<file path="src/sv/rpn_pkg.sv">
// ----------------------------------------------------------------------------
// rpn_pkg
// Shared types and constants for the postfix expression evaluator: stack
// sizing, character codes, status codes, sequencer states and the divider
// request bundle.
// ----------------------------------------------------------------------------
package rpn_pkg;

   // Stack sizing.
   localparam int STACK_DEPTH = 64;
   localparam int ADDR_W      = $clog2(STACK_DEPTH);
   localparam int SP_W        = $clog2(STACK_DEPTH + 1);

   // Word and field widths.
   localparam int WORD_W   = 32;
   localparam int CHAR_W   = 8;
   localparam int STATUS_W = 3;

   // Character codes.
   localparam logic [CHAR_W-1:0] CH_PLUS  = 8'h2B;
   localparam logic [CHAR_W-1:0] CH_MINUS = 8'h2D;
   localparam logic [CHAR_W-1:0] CH_STAR  = 8'h2A;
   localparam logic [CHAR_W-1:0] CH_SLASH = 8'h2F;
   localparam logic [CHAR_W-1:0] CH_SPACE = 8'h20;
   localparam logic [CHAR_W-1:0] CH_LF    = 8'h0A;
   localparam logic [CHAR_W-1:0] CH_CR    = 8'h0D;
   localparam logic [CHAR_W-1:0] CH_ZERO  = 8'h30;
   localparam logic [CHAR_W-1:0] CH_NINE  = 8'h39;

   // Status codes.
   localparam logic [STATUS_W-1:0] ST_OK        = 3'd0;
   localparam logic [STATUS_W-1:0] ST_UNDERFLOW = 3'd1;
   localparam logic [STATUS_W-1:0] ST_DEPTH     = 3'd2;
   localparam logic [STATUS_W-1:0] ST_DIV_ZERO  = 3'd3;
   localparam logic [STATUS_W-1:0] ST_OVERFLOW  = 3'd4;
   localparam logic [STATUS_W-1:0] ST_BAD_CHAR  = 3'd5;

   // Sequencer states.
   typedef enum logic [3:0] {
      S_IDLE,
      S_PEND,
      S_MAIN,
      S_EOL_FIN,
      S_OP_RD,
      S_OP_RD2,
      S_OP_EXEC,
      S_DIV_WAIT,
      S_END,
      S_REPORT,
      S_OUT
   } state_type;

   // Request to the divider.
   typedef struct packed {
      logic              start;
      logic [WORD_W-1:0] dividend;
      logic [WORD_W-1:0] divisor;
   } div_req_type;

endpackage

</file>
<file path="src/sv/rpn_if.sv">
// ----------------------------------------------------------------------------
// rpn_req_if / rpn_rsp_if
// Valid/ready channels for the character items and the result items.
// ----------------------------------------------------------------------------
interface rpn_req_if;
   logic       valid;
   logic       ready;
   logic [7:0] character;
   logic       end_of_line;

   modport source (output valid, output character, output end_of_line, input ready);
   modport sink   (input valid, input character, input end_of_line, output ready);
endinterface

interface rpn_rsp_if;
   logic               valid;
   logic               ready;
   logic signed [31:0] value;
   logic [2:0]         status;

   modport source (output valid, output value, output status, input ready);
   modport sink   (input valid, input value, input status, output ready);
endinterface

</file>
<file path="src/sv/rpn_ram.sv">
// ----------------------------------------------------------------------------
// rpn_ram
// Generic single-write, single-read synchronous RAM with registered read.
// ----------------------------------------------------------------------------
module rpn_ram #(
   parameter int DEPTH = 64,
   parameter int WIDTH = 32
) (
   input  logic                     clock,
   input  logic                     wr_en,
   input  logic [$clog2(DEPTH)-1:0] wr_addr,
   input  logic [WIDTH-1:0]         wr_data,
   input  logic [$clog2(DEPTH)-1:0] rd_addr,
   output logic [WIDTH-1:0]         rd_data
);
   logic [WIDTH-1:0] mem [DEPTH];
   logic [WIDTH-1:0] rd_data_ff;

   // Write port.
   always_ff @(posedge clock) begin
      if (wr_en) begin
         mem[wr_addr] <= wr_data;
      end
   end

   // Registered read port.
   always_ff @(posedge clock) begin
      rd_data_ff <= mem[rd_addr];
   end

   assign rd_data = rd_data_ff;
endmodule

</file>
<file path="src/sv/rpn_div.sv">
// ----------------------------------------------------------------------------
// rpn_div
// Signed 32-bit divider, truncating toward zero. Restoring division on the
// magnitudes, one quotient bit per cycle, sign applied at the end.
// ----------------------------------------------------------------------------
module rpn_div (
   input  logic                       clock,
   input  logic                       reset,
   input  rpn_pkg::div_req_type       req,
   output logic                       done,
   output logic [rpn_pkg::WORD_W-1:0] quotient
);
   import rpn_pkg::*;

   localparam int CNT_W = $clog2(WORD_W + 1);

   logic [WORD_W-1:0] rem_ff,  rem_in;
   logic [WORD_W-1:0] quo_ff,  quo_in;
   logic [WORD_W-1:0] dvs_ff,  dvs_in;
   logic              neg_ff,  neg_in;
   logic [CNT_W-1:0]  cnt_ff,  cnt_in;
   logic              busy_ff, busy_in;
   logic              done_ff, done_in;
   logic [WORD_W:0]   shifted;
   logic [WORD_W:0]   trial;

   // One restoring step per cycle.
   always_comb begin
      shifted = {rem_ff, quo_ff[WORD_W-1]};
      trial   = shifted - {1'b0, dvs_ff};
      rem_in  = rem_ff;
      quo_in  = quo_ff;
      dvs_in  = dvs_ff;
      neg_in  = neg_ff;
      cnt_in  = cnt_ff;
      busy_in = busy_ff;
      done_in = 1'b0;
      if (req.start) begin
         rem_in  = '0;
         quo_in  = req.dividend[WORD_W-1] ? -req.dividend : req.dividend;
         dvs_in  = req.divisor[WORD_W-1] ? -req.divisor : req.divisor;
         neg_in  = req.dividend[WORD_W-1] ^ req.divisor[WORD_W-1];
         cnt_in  = CNT_W'(WORD_W);
         busy_in = 1'b1;
      end else if (busy_ff) begin
         if (!trial[WORD_W]) begin
            rem_in = trial[WORD_W-1:0];
            quo_in = {quo_ff[WORD_W-2:0], 1'b1};
         end else begin
            rem_in = shifted[WORD_W-1:0];
            quo_in = {quo_ff[WORD_W-2:0], 1'b0};
         end
         cnt_in = cnt_ff - CNT_W'(1);
         if (cnt_ff == CNT_W'(1)) begin
            busy_in = 1'b0;
            done_in = 1'b1;
         end
      end
   end

   always_ff @(posedge clock) begin
      if (reset) begin
         busy_ff <= 1'b0;
         done_ff <= 1'b0;
         cnt_ff  <= '0;
      end else begin
         busy_ff <= busy_in;
         done_ff <= done_in;
         cnt_ff  <= cnt_in;
      end
      rem_ff <= rem_in;
      quo_ff <= quo_in;
      dvs_ff <= dvs_in;
      neg_ff <= neg_in;
   end

   assign done     = done_ff;
   assign quotient = neg_ff ? -quo_ff : quo_ff;
endmodule

</file>
<file path="src/sv/postfix_expression_evaluator.sv">
// ----------------------------------------------------------------------------
// postfix_expression_evaluator
// Evaluates a postfix expression fed one ASCII character per item on an
// operand stack held in a synchronous RAM.
// ----------------------------------------------------------------------------
// Usage:
//   req_ch carries one character per item plus end_of_line on the last one.
//   rsp_ch carries one result item (value, status) per expression, after the
//   item flagged end_of_line; no other item produces a result.
//   One item is taken at a time. A digit or separator steps through S_PEND,
//   S_MAIN and S_EOL_FIN; + - * add two stack reads through the registered
//   RAM read port and a write back; / waits for the 32-step divider loop.
//   A line end adds S_REPORT and S_OUT to read stack entry 0 and load the result.
//   Reset clears the stack pointer, number builder and error state; the
//   stack RAM itself is not cleared, since only entries below the stack
//   pointer are read. The result sits in an output register; while it is
//   not taken, the block keeps accepting characters and only holds when a
//   second result is ready to be loaded.
// ----------------------------------------------------------------------------
module postfix_expression_evaluator (
   input  logic      clock,
   input  logic      reset,
   rpn_req_if.sink   req_ch,
   rpn_rsp_if.source rsp_ch
);
   import rpn_pkg::*;

   state_type          state_ff, state_in;
   logic [SP_W-1:0]    sp_ff, sp_in;
   logic [WORD_W-1:0]  acc_ff, acc_in;
   logic               in_num_ff, in_num_in;
   logic               neg_ff, neg_in;
   logic               pend_ff, pend_in;
   logic [STATUS_W-1:0] err_ff, err_in;
   logic [CHAR_W-1:0]  chr_ff, chr_in;
   logic               eol_ff, eol_in;
   logic [CHAR_W-1:0]  op_ff, op_in;
   logic               ret_main_ff, ret_main_in;
   logic [WORD_W-1:0]  b_ff, b_in;
   logic               rsp_valid_ff, rsp_valid_in;
   logic [WORD_W-1:0]  rsp_value_ff, rsp_value_in;
   logic [STATUS_W-1:0] rsp_status_ff, rsp_status_in;

   logic               wr_en;
   logic [ADDR_W-1:0]  wr_addr;
   logic [WORD_W-1:0]  wr_data;
   logic [ADDR_W-1:0]  rd_addr;
   logic [WORD_W-1:0]  rd_data;
   div_req_type        div_req;
   logic               div_done;
   logic [WORD_W-1:0]  div_q;

   logic               accept;
   logic               is_digit, is_minus, is_arith, is_sep;
   logic               full, push_fail, b_zero, out_free;
   logic [WORD_W-1:0]  num_val, acc_base, arith_res;
   logic [ADDR_W-1:0]  top_addr, second_addr;
   logic [STATUS_W-1:0] final_status;

   rpn_ram #(.DEPTH(STACK_DEPTH), .WIDTH(WORD_W)) u_stack (
      .clock   (clock),
      .wr_en   (wr_en),
      .wr_addr (wr_addr),
      .wr_data (wr_data),
      .rd_addr (rd_addr),
      .rd_data (rd_data)
   );

   rpn_div u_div (
      .clock    (clock),
      .reset    (reset),
      .req      (div_req),
      .done     (div_done),
      .quotient (div_q)
   );

   // Character classes and shared decodes.
   always_comb begin
      accept      = req_ch.valid && req_ch.ready;
      is_digit    = (chr_ff >= CH_ZERO) && (chr_ff <= CH_NINE);
      is_minus    = (chr_ff == CH_MINUS);
      is_arith    = (chr_ff == CH_PLUS) || (chr_ff == CH_STAR) || (chr_ff == CH_SLASH);
      is_sep      = (chr_ff == CH_SPACE) || (chr_ff == CH_LF) || (chr_ff == CH_CR);
      full        = (sp_ff == SP_W'(STACK_DEPTH));
      push_fail   = in_num_ff && full;
      num_val     = neg_ff ? -acc_ff : acc_ff;
      acc_base    = in_num_ff ? acc_ff : '0;
      top_addr    = ADDR_W'(sp_ff - SP_W'(1));
      second_addr = ADDR_W'(sp_ff - SP_W'(2));
      b_zero      = (b_ff == '0);
      out_free    = !rsp_valid_ff || rsp_ch.ready;
      if (err_ff != ST_OK) begin
         final_status = err_ff;
      end else if (sp_ff != SP_W'(1)) begin
         final_status = ST_DEPTH;
      end else begin
         final_status = ST_OK;
      end
      case (op_ff)
         CH_PLUS:  arith_res = rd_data + b_ff;
         CH_MINUS: arith_res = rd_data - b_ff;
         default:  arith_res = rd_data * b_ff;
      endcase
   end

   // Next state.
   always_comb begin
      state_in = state_ff;
      case (state_ff)
         S_IDLE: begin
            if (accept) begin
               state_in = (err_ff != ST_OK) ? S_END : S_PEND;
            end
         end
         S_PEND: begin
            state_in = (pend_ff && !is_digit) ? S_OP_RD : S_MAIN;
         end
         S_MAIN: begin
            if (is_digit || is_sep) begin
               state_in = S_EOL_FIN;
            end else if (is_minus) begin
               if (push_fail) begin
                  state_in = S_END;
               end else begin
                  state_in = eol_ff ? S_OP_RD : S_EOL_FIN;
               end
            end else if (is_arith) begin
               state_in = push_fail ? S_END : S_OP_RD;
            end else begin
               state_in = S_END;
            end
         end
         S_EOL_FIN: state_in = S_END;
         S_OP_RD: begin
            state_in = (sp_ff < SP_W'(2)) ? S_END : S_OP_RD2;
         end
         S_OP_RD2: state_in = S_OP_EXEC;
         S_OP_EXEC: begin
            if (op_ff == CH_SLASH) begin
               state_in = b_zero ? S_END : S_DIV_WAIT;
            end else begin
               state_in = ret_main_ff ? S_MAIN : S_EOL_FIN;
            end
         end
         S_DIV_WAIT: begin
            if (div_done) begin
               state_in = ret_main_ff ? S_MAIN : S_EOL_FIN;
            end
         end
         S_END:    state_in = eol_ff ? S_REPORT : S_IDLE;
         S_REPORT: state_in = S_OUT;
         S_OUT: begin
            if (out_free) begin
               state_in = S_IDLE;
            end
         end
         default:  state_in = S_IDLE;
      endcase
   end

   // Datapath and stack access.
   always_comb begin
      sp_in         = sp_ff;
      acc_in        = acc_ff;
      in_num_in     = in_num_ff;
      neg_in        = neg_ff;
      pend_in       = pend_ff;
      err_in        = err_ff;
      chr_in        = chr_ff;
      eol_in        = eol_ff;
      op_in         = op_ff;
      ret_main_in   = ret_main_ff;
      b_in          = b_ff;
      rsp_valid_in  = rsp_valid_ff && !rsp_ch.ready;
      rsp_value_in  = rsp_value_ff;
      rsp_status_in = rsp_status_ff;
      wr_en         = 1'b0;
      wr_addr       = sp_ff[ADDR_W-1:0];
      wr_data       = num_val;
      rd_addr       = '0;
      div_req       = '{start: 1'b0, dividend: rd_data, divisor: b_ff};
      req_ch.ready  = (state_ff == S_IDLE);

      case (state_ff)
         S_IDLE: begin
            if (accept) begin
               chr_in = req_ch.character;
               eol_in = req_ch.end_of_line;
            end
         end
         S_PEND: begin
            if (pend_ff) begin
               pend_in = 1'b0;
               if (is_digit) begin
                  in_num_in = 1'b1;
                  neg_in    = 1'b1;
                  acc_in    = '0;
               end else begin
                  op_in       = CH_MINUS;
                  ret_main_in = 1'b1;
               end
            end
         end
         S_MAIN, S_EOL_FIN: begin
            if (state_ff == S_MAIN && is_digit) begin
               if (!in_num_ff) begin
                  neg_in = 1'b0;
               end
               in_num_in = 1'b1;
               acc_in    = (acc_base << 3) + (acc_base << 1)
                         + {{(WORD_W-4){1'b0}}, chr_ff[3:0]};
            end else if (state_ff == S_MAIN && !is_minus && !is_arith && !is_sep) begin
               if (err_ff == ST_OK) begin
                  err_in = ST_BAD_CHAR;
               end
            end else if ((state_ff == S_MAIN) || (eol_ff && err_ff == ST_OK)) begin
               // Finish the number being built.
               if (in_num_ff) begin
                  in_num_in = 1'b0;
                  neg_in    = 1'b0;
                  acc_in    = '0;
                  if (full) begin
                     if (err_ff == ST_OK) begin
                        err_in = ST_OVERFLOW;
                     end
                  end else begin
                     wr_en = 1'b1;
                     sp_in = sp_ff + SP_W'(1);
                  end
               end
               if (state_ff == S_MAIN && !push_fail) begin
                  if (is_minus && !eol_ff) begin
                     pend_in = 1'b1;
                  end else if (is_minus || is_arith) begin
                     op_in       = chr_ff;
                     ret_main_in = 1'b0;
                  end
               end
            end
         end
         S_OP_RD: begin
            rd_addr = top_addr;
            if (sp_ff < SP_W'(2) && err_ff == ST_OK) begin
               err_in = ST_UNDERFLOW;
            end
         end
         S_OP_RD2: begin
            rd_addr = second_addr;
            b_in    = rd_data;
         end
         S_OP_EXEC: begin
            if (op_ff == CH_SLASH) begin
               if (b_zero) begin
                  if (err_ff == ST_OK) begin
                     err_in = ST_DIV_ZERO;
                  end
               end else begin
                  div_req.start = 1'b1;
               end
            end else begin
               wr_en   = 1'b1;
               wr_addr = second_addr;
               wr_data = arith_res;
               sp_in   = sp_ff - SP_W'(1);
            end
         end
         S_DIV_WAIT: begin
            if (div_done) begin
               wr_en   = 1'b1;
               wr_addr = second_addr;
               wr_data = div_q;
               sp_in   = sp_ff - SP_W'(1);
            end
         end
         S_OUT: begin
            // Entry 0 was read in the previous cycle and stays addressed.
            if (out_free) begin
               rsp_valid_in  = 1'b1;
               rsp_status_in = final_status;
               rsp_value_in  = (final_status == ST_OK) ? rd_data : '0;
               sp_in         = '0;
               acc_in        = '0;
               in_num_in     = 1'b0;
               neg_in        = 1'b0;
               pend_in       = 1'b0;
               err_in        = ST_OK;
            end
         end
         default: begin
         end
      endcase
   end

   always_ff @(posedge clock) begin
      if (reset) begin
         state_ff     <= S_IDLE;
         sp_ff        <= '0;
         acc_ff       <= '0;
         in_num_ff    <= 1'b0;
         neg_ff       <= 1'b0;
         pend_ff      <= 1'b0;
         err_ff       <= ST_OK;
         rsp_valid_ff <= 1'b0;
      end else begin
         state_ff     <= state_in;
         sp_ff        <= sp_in;
         acc_ff       <= acc_in;
         in_num_ff    <= in_num_in;
         neg_ff       <= neg_in;
         pend_ff      <= pend_in;
         err_ff       <= err_in;
         rsp_valid_ff <= rsp_valid_in;
      end
      chr_ff        <= chr_in;
      eol_ff        <= eol_in;
      op_ff         <= op_in;
      ret_main_ff   <= ret_main_in;
      b_ff          <= b_in;
      rsp_value_ff  <= rsp_value_in;
      rsp_status_ff <= rsp_status_in;
   end

   assign rsp_ch.valid  = rsp_valid_ff;
   assign rsp_ch.value  = rsp_value_ff;
   assign rsp_ch.status = rsp_status_ff;
endmodule

</file>
<file path="src/flat_wrapper.sv">
// flat-port wrapper written by rule: the top's interface ports become plain ports
module postfix_expression_evaluator_flat import rpn_pkg::*;
  (clock, reset, req_ch_valid, req_ch_character, req_ch_end_of_line, req_ch_ready, rsp_ch_valid, rsp_ch_value, rsp_ch_status, rsp_ch_ready);
  rpn_req_if req_ch_i ();
  rpn_rsp_if rsp_ch_i ();
  input  logic clock;
  input  logic reset;
  input wire logic [$bits(req_ch_i.valid)-1:0] req_ch_valid;
  input wire logic [$bits(req_ch_i.character)-1:0] req_ch_character;
  input wire logic [$bits(req_ch_i.end_of_line)-1:0] req_ch_end_of_line;
  output wire logic [$bits(req_ch_i.ready)-1:0] req_ch_ready;
  output wire logic [$bits(rsp_ch_i.valid)-1:0] rsp_ch_valid;
  output wire logic [$bits(rsp_ch_i.value)-1:0] rsp_ch_value;
  output wire logic [$bits(rsp_ch_i.status)-1:0] rsp_ch_status;
  input wire logic [$bits(rsp_ch_i.ready)-1:0] rsp_ch_ready;
  assign req_ch_i.valid = req_ch_valid;
  assign req_ch_i.character = req_ch_character;
  assign req_ch_i.end_of_line = req_ch_end_of_line;
  assign req_ch_ready = req_ch_i.ready;
  assign rsp_ch_valid = rsp_ch_i.valid;
  assign rsp_ch_value = rsp_ch_i.value;
  assign rsp_ch_status = rsp_ch_i.status;
  assign rsp_ch_i.ready = rsp_ch_ready;
  postfix_expression_evaluator u_core (.clock(clock), .reset(reset), .req_ch(req_ch_i), .rsp_ch(rsp_ch_i));
endmodule
</file>
<file path="config.mk">
export PLATFORM = sky130hd
export DESIGN_NAME = postfix_expression_evaluator_flat
export DESIGN_NICKNAME = d
export VERILOG_FILES = /design/src/sv/rpn_pkg.sv /design/src/sv/rpn_if.sv /design/src/sv/rpn_ram.sv /design/src/sv/rpn_div.sv /design/src/sv/postfix_expression_evaluator.sv /design/src/flat_wrapper.sv
export SDC_FILE = /design/constraint.sdc
export NUM_CORES = 2
export LEC_CHECK = 0
export ABC_AREA = 0
export BUFFER_PORTS_ARGS = -buffer_cell sky130_fd_sc_hd__buf_2
export CAP_MARGIN = 10
export CORE_ASPECT_RATIO = 1.2
export CORE_MARGIN = 4
export CORE_UTILIZATION = 60
export CTS_CLUSTER_SIZE = 10
export DETAILED_ROUTE_END_ITERATION = 8
export PLACE_DENSITY = 0.76
export REMOVE_ABC_BUFFERS = 1
export SLEW_MARGIN = 20
export SYNTH_ARGS = -nofsm -noshare
export SYNTH_HDL_FRONTEND = slang
export SYNTH_SLANG_ARGS = --single-unit
</file>
<file path="constraint.sdc">
create_clock -name clock -period 16 [get_ports clock]
set_input_delay 1.6 -clock clock [delete_from_list [all_inputs] [get_ports clock]]
set_output_delay 1.6 -clock clock [all_outputs]
set_load 0.01 [all_outputs]
</file>
Word-level counts from Yosys, hierarchy flattened
Memory sizes are Yosys's and may differ from the RTL's. A register that Yosys moved wholly into a read port is not among the register bits.
Cells that the tools add are included.
{ "word_totals": {"ff_bits": 240, "ram_bits": 2048, "input_bits": 13, "output_inout_bits": 37, "word_cells": 272, "memories": 1} }
{ "classes": {"n_addsub": 13, "mul": 1, "magnitude_cmp": 3, "eq_ne": 52, "mux": 124, "bitwise": 2, "reduce_logical": 52} }
{ "memory_table": {"columns": ["name", "depth", "width", "read_ports", "rd_ports_with_merged_regs", "wr", "line", "source"], "rows": [
  ["u_core.u_stack.mem", 64, 32, 1, 1, 1, "rpn_ram.sv:16", "logic [WIDTH-1:0] mem [DEPTH];"]
]} }
{ "ops": {"columns": ["operator", "count"], "rows": [
  ["$mux 32", 15],
  ["$neg 32->32", 4],
  ["$pmux 32 s2", 2],
  ["$pmux 32 s3", 1],
  ["$add 32x32->32", 2],
  ["$eq 8x6->1 const B", 8],
  ["$mux 8", 8],
  ["$mux 31", 2],
  ["$mux 7", 8],
  ["$mux 4", 13],
  ["$mux 3", 15],
  ["$mux 1", 44],
  ["$pmux 4 s11", 1],
  ["$sub 33x32->33", 1],
  ["$add 32x4->32", 1],
  ["$logic_not 32->1", 1],
  ["$mul 32x32->32", 1],
  ["$sub 32x32->32", 1],
  ["$pmux 7 s4", 1],
  ["$mux 6", 4],
  ["$ne 2x1->1 const B", 12],
  ["$pmux 6 s2", 2],
  ["$reduce_and 9->1", 2],
  ["$eq 4x3->1 const B", 4],
  ["other kinds (42)", 94]
]} }

Depth between registers and ports, before layout
{ "logic_depth": {"word_depth": 11, "mapped_depth": 29, "ltp_nobuf": 26} }

Modules after synthesis
Synthesis repeated with hierarchy kept, for this count alone.
{ "hier_totals": {"hier_cells": 7511, "hier_area_um2": 114096.9} }
{ "modules_own_cells": {"columns": ["mod", "instances", "cells_per_inst", "area_each_um2"], "rows": [
  ["rpn_ram", 1, 3511, 79039.6],
  ["postfix_expression_evaluator", 1, 3075, 27093.5],
  ["rpn_div", 1, 925, 7963.9]
]} }

Worst setup path before layout
No wires, ideal clock.
{ "synth_timing": {"kind": "reg-to-reg", "startpoint": "register u_core.u_stack.rd_data_ff[7] (netlist: u_core.u_stack.rd_data[7]), read port of u_core.u_stack.mem", "endpoint": "memory u_core.u_stack.mem[0][23], data pin", "arrival_ns": 9.126, "setup_slack_ns": 6.172, "stages_incl_launch_ff": 25, "n_path_buf": 2, "path_cell_list": "dfxtp_1 > clkbuf_1 > buf_1 > nand2_1 > fa_1 > inv_1 > fa_1 > fa_1 > inv_1 > fa_1 > inv_1 > fa_1 > ha_1 > fa_1 > fa_1 > ha_1 > a211o_1 > or3_1 > nand4_1 > a21oi_1 > o21a_1 > o21a_1 > o41a_1 > xnor2_1 > o21ai_0"} }
{ "synth_between": {"elab_chain_cells": 4} }
{ "synth_rtl": {"columns": ["element", "line", "source"], "rows": [
  ["from (decl)", "rpn_ram.sv:17", "logic [WIDTH-1:0] rd_data_ff;"],
  ["$mul 32x32->32 (tied with other cells)", "postfix_expression_evaluator.sv:102", "default: arith_res = rd_data * b_ff;"],
  ["$pmux 32 s2 *", "postfix_expression_evaluator.sv:99", "case (op_ff)"],
  ["$mux 32 *", "postfix_expression_evaluator.sv:252", "if (op_ff == CH_SLASH) begin"],
  ["$pmux 32 s2 *", "postfix_expression_evaluator.sv:184", "case (state_ff)"],
  ["via u_core.u_stack.wr_data[23]", "rpn_ram.sv:12", "input logic [WIDTH-1:0] wr_data,"],
  ["to (decl)", "rpn_ram.sv:16", null]
]} }
The timed path passes the listed nets; every way through them passes the cells marked *.

Worst setup path in the final report
{ "layout_timing": {"startpoint": "register u_core.b_ff[3]", "endpoint": "memory u_core.u_stack.mem[53][31], data pin"} }
{ "layout_between": {"elab_chain_cells": 4} }
{ "layout_rtl": {"columns": ["element", "line", "source"], "rows": [
  ["from (decl)", "postfix_expression_evaluator.sv:39", "logic [WORD_W-1:0] b_ff, b_in;"],
  ["from (signal assigned)", "postfix_expression_evaluator.sv:318", "b_ff <= b_in;"],
  ["$mul 32x32->32 (tied with other cells)", "postfix_expression_evaluator.sv:102", null],
  ["$pmux 32 s2 *", "postfix_expression_evaluator.sv:99", null],
  ["$mux 32 *", "postfix_expression_evaluator.sv:252", null],
  ["$pmux 32 s2 *", "postfix_expression_evaluator.sv:184", null],
  ["via u_core.u_stack.wr_data[31]", "rpn_ram.sv:12", null]
]} }
Marks and branches as above.

==> flow_summary_export.csv <==
group,metric,value,unit
status,status,"complete, no violations",
sta,fmax,113,MHz
grt,grt_first_pass_wirelength,511000,um
drt,drtPass1Iterations,6,
worst_setup_path,rr_startpoint,"u_core.b_ff[3]$_DFFE_PN_",
die,chipWidth,410,um
cts,cts.root.buffer_cell,"sky130_fd_sc_hd__clkbuf_16",
cts,cts_max_path_buffers,4,
hold_path,min_path_cells,2,
drt,detail_route.drc_violations,0,
power_and_ir_drop,power.share.clock,35.8,%
power_and_ir_drop,cellLeakagePower,47.3,nW
yosys,cell_count_after_synthesis,10080,
die,coreArea,192000,um^2
power_and_ir_drop,p_switching,0.00423,W
worst_setup_path,r2r_cells,26,
sta,timing.clock.skew,0.0882,ns
final_layout,final_cell_area,127000,um^2
cts,tritoncts.num_buffers,286,
placed_design,numPortBuffers,49,
worst_setup_path,crit_path_max_fanout,64,
cts,post-cts-setup-buffers,0,
yosys,post-synth-top-area-fraction,56.8,%
yosys,ys_types,80,
yosys,postSynth.topFlopCell,"sky130_fd_sc_hd__edfxtp_1",
grt,grt-ovfl-total,0,
grt,groute.usage.overall,34.1,%
yosys,postSynthRegisterBits,2320,
worst_setup_path,worst_r2r_endpoint,"u_core.u_stack.mem[53][31]$_DFFE_PP_",
worst_setup_path,timing.critical_path.to_type,"register",
worst_setup_path,critPathArrivalTime,9.41,ns
grt,first_global_vias,81887,
drt,wirelength,347000,um
final_layout,final_nets,10644,
grt,number_of_antenna_violations_at_the_first_check_in_global_routing,17,
power_and_ir_drop,power_switching_share,27.4,%
sta,grt_setup_unrepaired,"no",
placed_design,placement_stage_cell_area,120000,um^2
sta,finalSetupViolCount,0,
die,die-area,201000,um^2
sta,finalCriticalPeriod,8.82,ns
sta,totalNegativeSetupSlack,0,ns
die,placement_rows,176,
yosys,synth.yosys.seq_area_share,58.9,%
hold_path,worst_hold_startpoint,"u_core.err_ff[2]$_SDFFE_PP0P_",
sta,final_clock_period_utilization_by_the_worst_path,55.1,%
power_and_ir_drop,cellPowerDensity,121,nW/um^2
cts,clkSinkCount,2320,
cts,ctsHtreeMaxLevel,5,
hold_path,hold_path_end,"u_core.err_ff[2]$_SDFFE_PP0P_",
drt,drt-vias-per-instance,6.54,
final_layout,synthToLayoutAreaGrowth,9.73,%
final_layout,mostFrequentLayoutCells,"sky130_fd_sc_hd__nand2_1, sky130_fd_sc_hd__edfxtp_1, sky130_fd_sc_hd__inv_1, sky130_fd_sc_hd__fa_1, sky130_fd_sc_hd__and3_1",
yosys,synth_area,116000,um^2
cts,clkTransAtPathRegs,0.06,ns
flow_run,drv_cap,0,
cts,postCtsHoldBufs,0,
yosys,synth.yosys.warnings,0,
placed_design,post_dp_hpwl,203000,um
power_and_ir_drop,cell_internal_pwr,0.0112,W
power_and_ir_drop,max-vdd-ir-drop,0.000157,V
yosys,async_flop_share,0,%
yosys,synth_area_leader_cell,"sky130_fd_sc_hd__edfxtp_1",
sta,slew_at_the_pin_closest_to_its_max_slew_limit,1.23,ns
die,initial_utilization,60.5,%
yosys,synthesis.area_per_instance,11.5,um^2
worst_setup_path,path_class,"reg2reg",
cts,cts_tree,"yes",
yosys,synth_edf_count,2198,
drt,drt_iter0_markers,10653,
drt,final_antenna_net_count,0,
cts,insertion_delay,0.94,ns
grt,grt_start_max_net_pins,149,
sta,maxSlewViolCount,0,
final_layout,mostFrequentLayoutCell,"sky130_fd_sc_hd__nand2_1",
drt,via_count,82415,
power_and_ir_drop,seqPwrFrac,42.9,%
yosys,ys_top_cells_by_area,"sky130_fd_sc_hd__edfxtp_1, sky130_fd_sc_hd__nand2_1, sky130_fd_sc_hd__fa_1",
sta,finalHoldViolations,0,
final_layout,drive_gt1_share,7.07,%
drt,drt-wirelength-per-cell,27.5,um
sta,timing.max_slew.rel_slack,17.6,%
worst_setup_path,cp.required,16.60,ns
cts,cts_repair_resize_count,0,
placed_design,place.gp.congestion,0.953,
power_and_ir_drop,combPwrFrac,21.3,%
die,die_y,490,um
worst_setup_path,regToRegSetupSlack,7.18,ns
worst_setup_path,critPathLaunchType,"register",
die,number_of_top_level_design_ports,50,
hold_path,timing.hold.worst.class,"reg2reg",
==> stage by stage <==
step                      hold slack, ns  total power (W)  std cells  util, %  setup slack [ns]
after global placement             0.473          0.00993      12255     62.4              7.34
after floorplan                    0.449          0.00902       9406        -            -12.06
after global routing               0.519           0.0161      12599     66.3              6.76
after CTS                          0.483           0.0154      12597     66.3              7.22
final                              0.486           0.0154      12608     66.3              7.18
after detailed placement           0.476          0.00996      12255     62.4              7.29
==> logic make-up (layout without fill, tap and decap cells) <==
| kind of cell | after synthesis | count (layout) | synth area share (%) |
|---|---|---|---|
| AOI/OAI and AO/OA | 1545 | 1545 | 9.05 |
| xor gates and xnor gates | 314 | 314 | 2.37 |
| adders and majority gates | 669 | 669 | 9.87 |
| buffers and inverters | 1133 | 1069 | 3.69 |
| DFF | 2320 | 2320 | 58.9 |
| muxes | 44 | 44 | 0.381 |
| other | 0 | 11 | 0 |
| and+or+nand+nor | 4055 | 4055 | 15.7 |
==> synthesized netlist by cell type (245+ instances only) <==
| library cell | count |
|---|---|
| sky130_fd_sc_hd__a211oi_1 | 251 |
| sky130_fd_sc_hd__a21oi_1 | 284 |
| sky130_fd_sc_hd__a311oi_1 | 259 |
| sky130_fd_sc_hd__a31oi_1 | 277 |
| sky130_fd_sc_hd__and2_1 | 381 |
| sky130_fd_sc_hd__and3_1 | 399 |
| sky130_fd_sc_hd__clkbuf_1 | 610 |
| sky130_fd_sc_hd__edfxtp_1 | 2198 |
| sky130_fd_sc_hd__fa_1 | 412 |
| sky130_fd_sc_hd__ha_1 | 257 |
| sky130_fd_sc_hd__inv_1 | 457 |
| sky130_fd_sc_hd__nand2_1 | 2484 |
| sky130_fd_sc_hd__nand3_1 | 311 |
| sky130_fd_sc_hd__nor2_1 | 245 |
==> routing by layer <==
layer | global-route usage (%) | part of all wire (%) | vias to the layer above
li1 | - | - | 35480
met1 | 43.6 | 36 | 40776
met2 | 54.2 | 47 | 5144
met3 | 7.49 | 11 | 1013
met4 | 19.9 | 6.4 | 2
met5 | 0 | 0.0026 | -
==> registers in the layout, summed over array words and instances (netlist names), 3 cells and up <==
register / count
u_core.acc_ff: 32
u_core.b_ff: 32
u_core.chr_ff: 8
u_core.err_ff: 3
u_core.op_ff: 8
u_core.rsp_ch.status: 3
u_core.rsp_ch.value: 32
u_core.sp_ff: 7
u_core.state_ff: 4
u_core.u_div.cnt_ff: 6
u_core.u_div.dvs_ff: 32
u_core.u_div.quo_ff: 32
u_core.u_div.rem_ff: 32
u_core.u_stack.mem: 2048
u_core.u_stack.rd_data: 32
==> power groups by stage <==
| stage | Combinational (W) | Sequential, W | Clock, W |
|---|---|---|---|
| finish | 0.00328 | 0.00661 | 0.00552 |
| global route | 0.00361 | 0.00661 | 0.00583 |
| CTS | 0.00326 | 0.00661 | 0.00557 |
| detailed placement | 0.00323 | 0.00673 | 0 |
| global placement | 0.00319 | 0.00673 | 0 |
| floorplan | 0.00228 | 0.00674 | 0 |
==> critical path, cell delays in order, from the launching register on <==
cell and delay (ns):
sky130_fd_sc_hd__edfxtp_1 0.52, sky130_fd_sc_hd__buf_4 0.29, sky130_fd_sc_hd__and2_1 0.21, sky130_fd_sc_hd__fa_1 0.51
sky130_fd_sc_hd__inv_1 0.05, sky130_fd_sc_hd__fa_1 0.50, sky130_fd_sc_hd__fa_1 0.44, sky130_fd_sc_hd__fa_1 0.55
sky130_fd_sc_hd__inv_1 0.06, sky130_fd_sc_hd__fa_1 0.51, sky130_fd_sc_hd__inv_1 0.06, sky130_fd_sc_hd__fa_1 0.52
sky130_fd_sc_hd__inv_1 0.05, sky130_fd_sc_hd__fa_1 0.49, sky130_fd_sc_hd__fa_1 0.41, sky130_fd_sc_hd__ha_1 0.39
sky130_fd_sc_hd__a21o_1 0.23, sky130_fd_sc_hd__a31oi_1 0.23, sky130_fd_sc_hd__o221ai_1 0.19, sky130_fd_sc_hd__a21oi_1 0.23
sky130_fd_sc_hd__o21ai_0 0.15, sky130_fd_sc_hd__a2111oi_0 0.59, sky130_fd_sc_hd__o21bai_1 0.15, sky130_fd_sc_hd__a21oi_1 0.21
sky130_fd_sc_hd__xnor2_1 0.13, sky130_fd_sc_hd__o221ai_4 0.18, sky130_fd_sc_hd__buf_4 0.60
==> layout make-up <==
cell class | count | area (um^2)
flip-flops and latches | 2320 | 68400
fillers | 13769 | 64600
multi-input cells | 6627 | 44400
clock buffers | 328 | 7470
well taps | 2581 | 3230
repair buffers | 268 | 1980
inverters | 459 | 1730
clock inverters | 14 | 121
diodes | 11 | 27.5
==> how the worst max path moves through the flow <==
stage                                                end  slack, ns                    startpoint
floorplan              u_core.u_stack.rd_data[0]$_DFF_P_     -12.06  u_core.sp_ff[1]$_SDFFE_PP0P_
global placement    u_core.u_stack.mem[56][31]$_DFFE_PP_       7.34      u_core.b_ff[3]$_DFFE_PN_
detailed placement  u_core.u_stack.mem[56][31]$_DFFE_PP_       7.29      u_core.b_ff[3]$_DFFE_PN_
CTS                 u_core.u_stack.mem[36][31]$_DFFE_PP_       7.22      u_core.b_ff[3]$_DFFE_PN_
global route        u_core.u_stack.mem[45][31]$_DFFE_PP_       6.76      u_core.b_ff[3]$_DFFE_PN_
finish              u_core.u_stack.mem[53][31]$_DFFE_PP_       7.18      u_core.b_ff[3]$_DFFE_PN_
No activity file was read; power rests on OpenSTA's default activity.
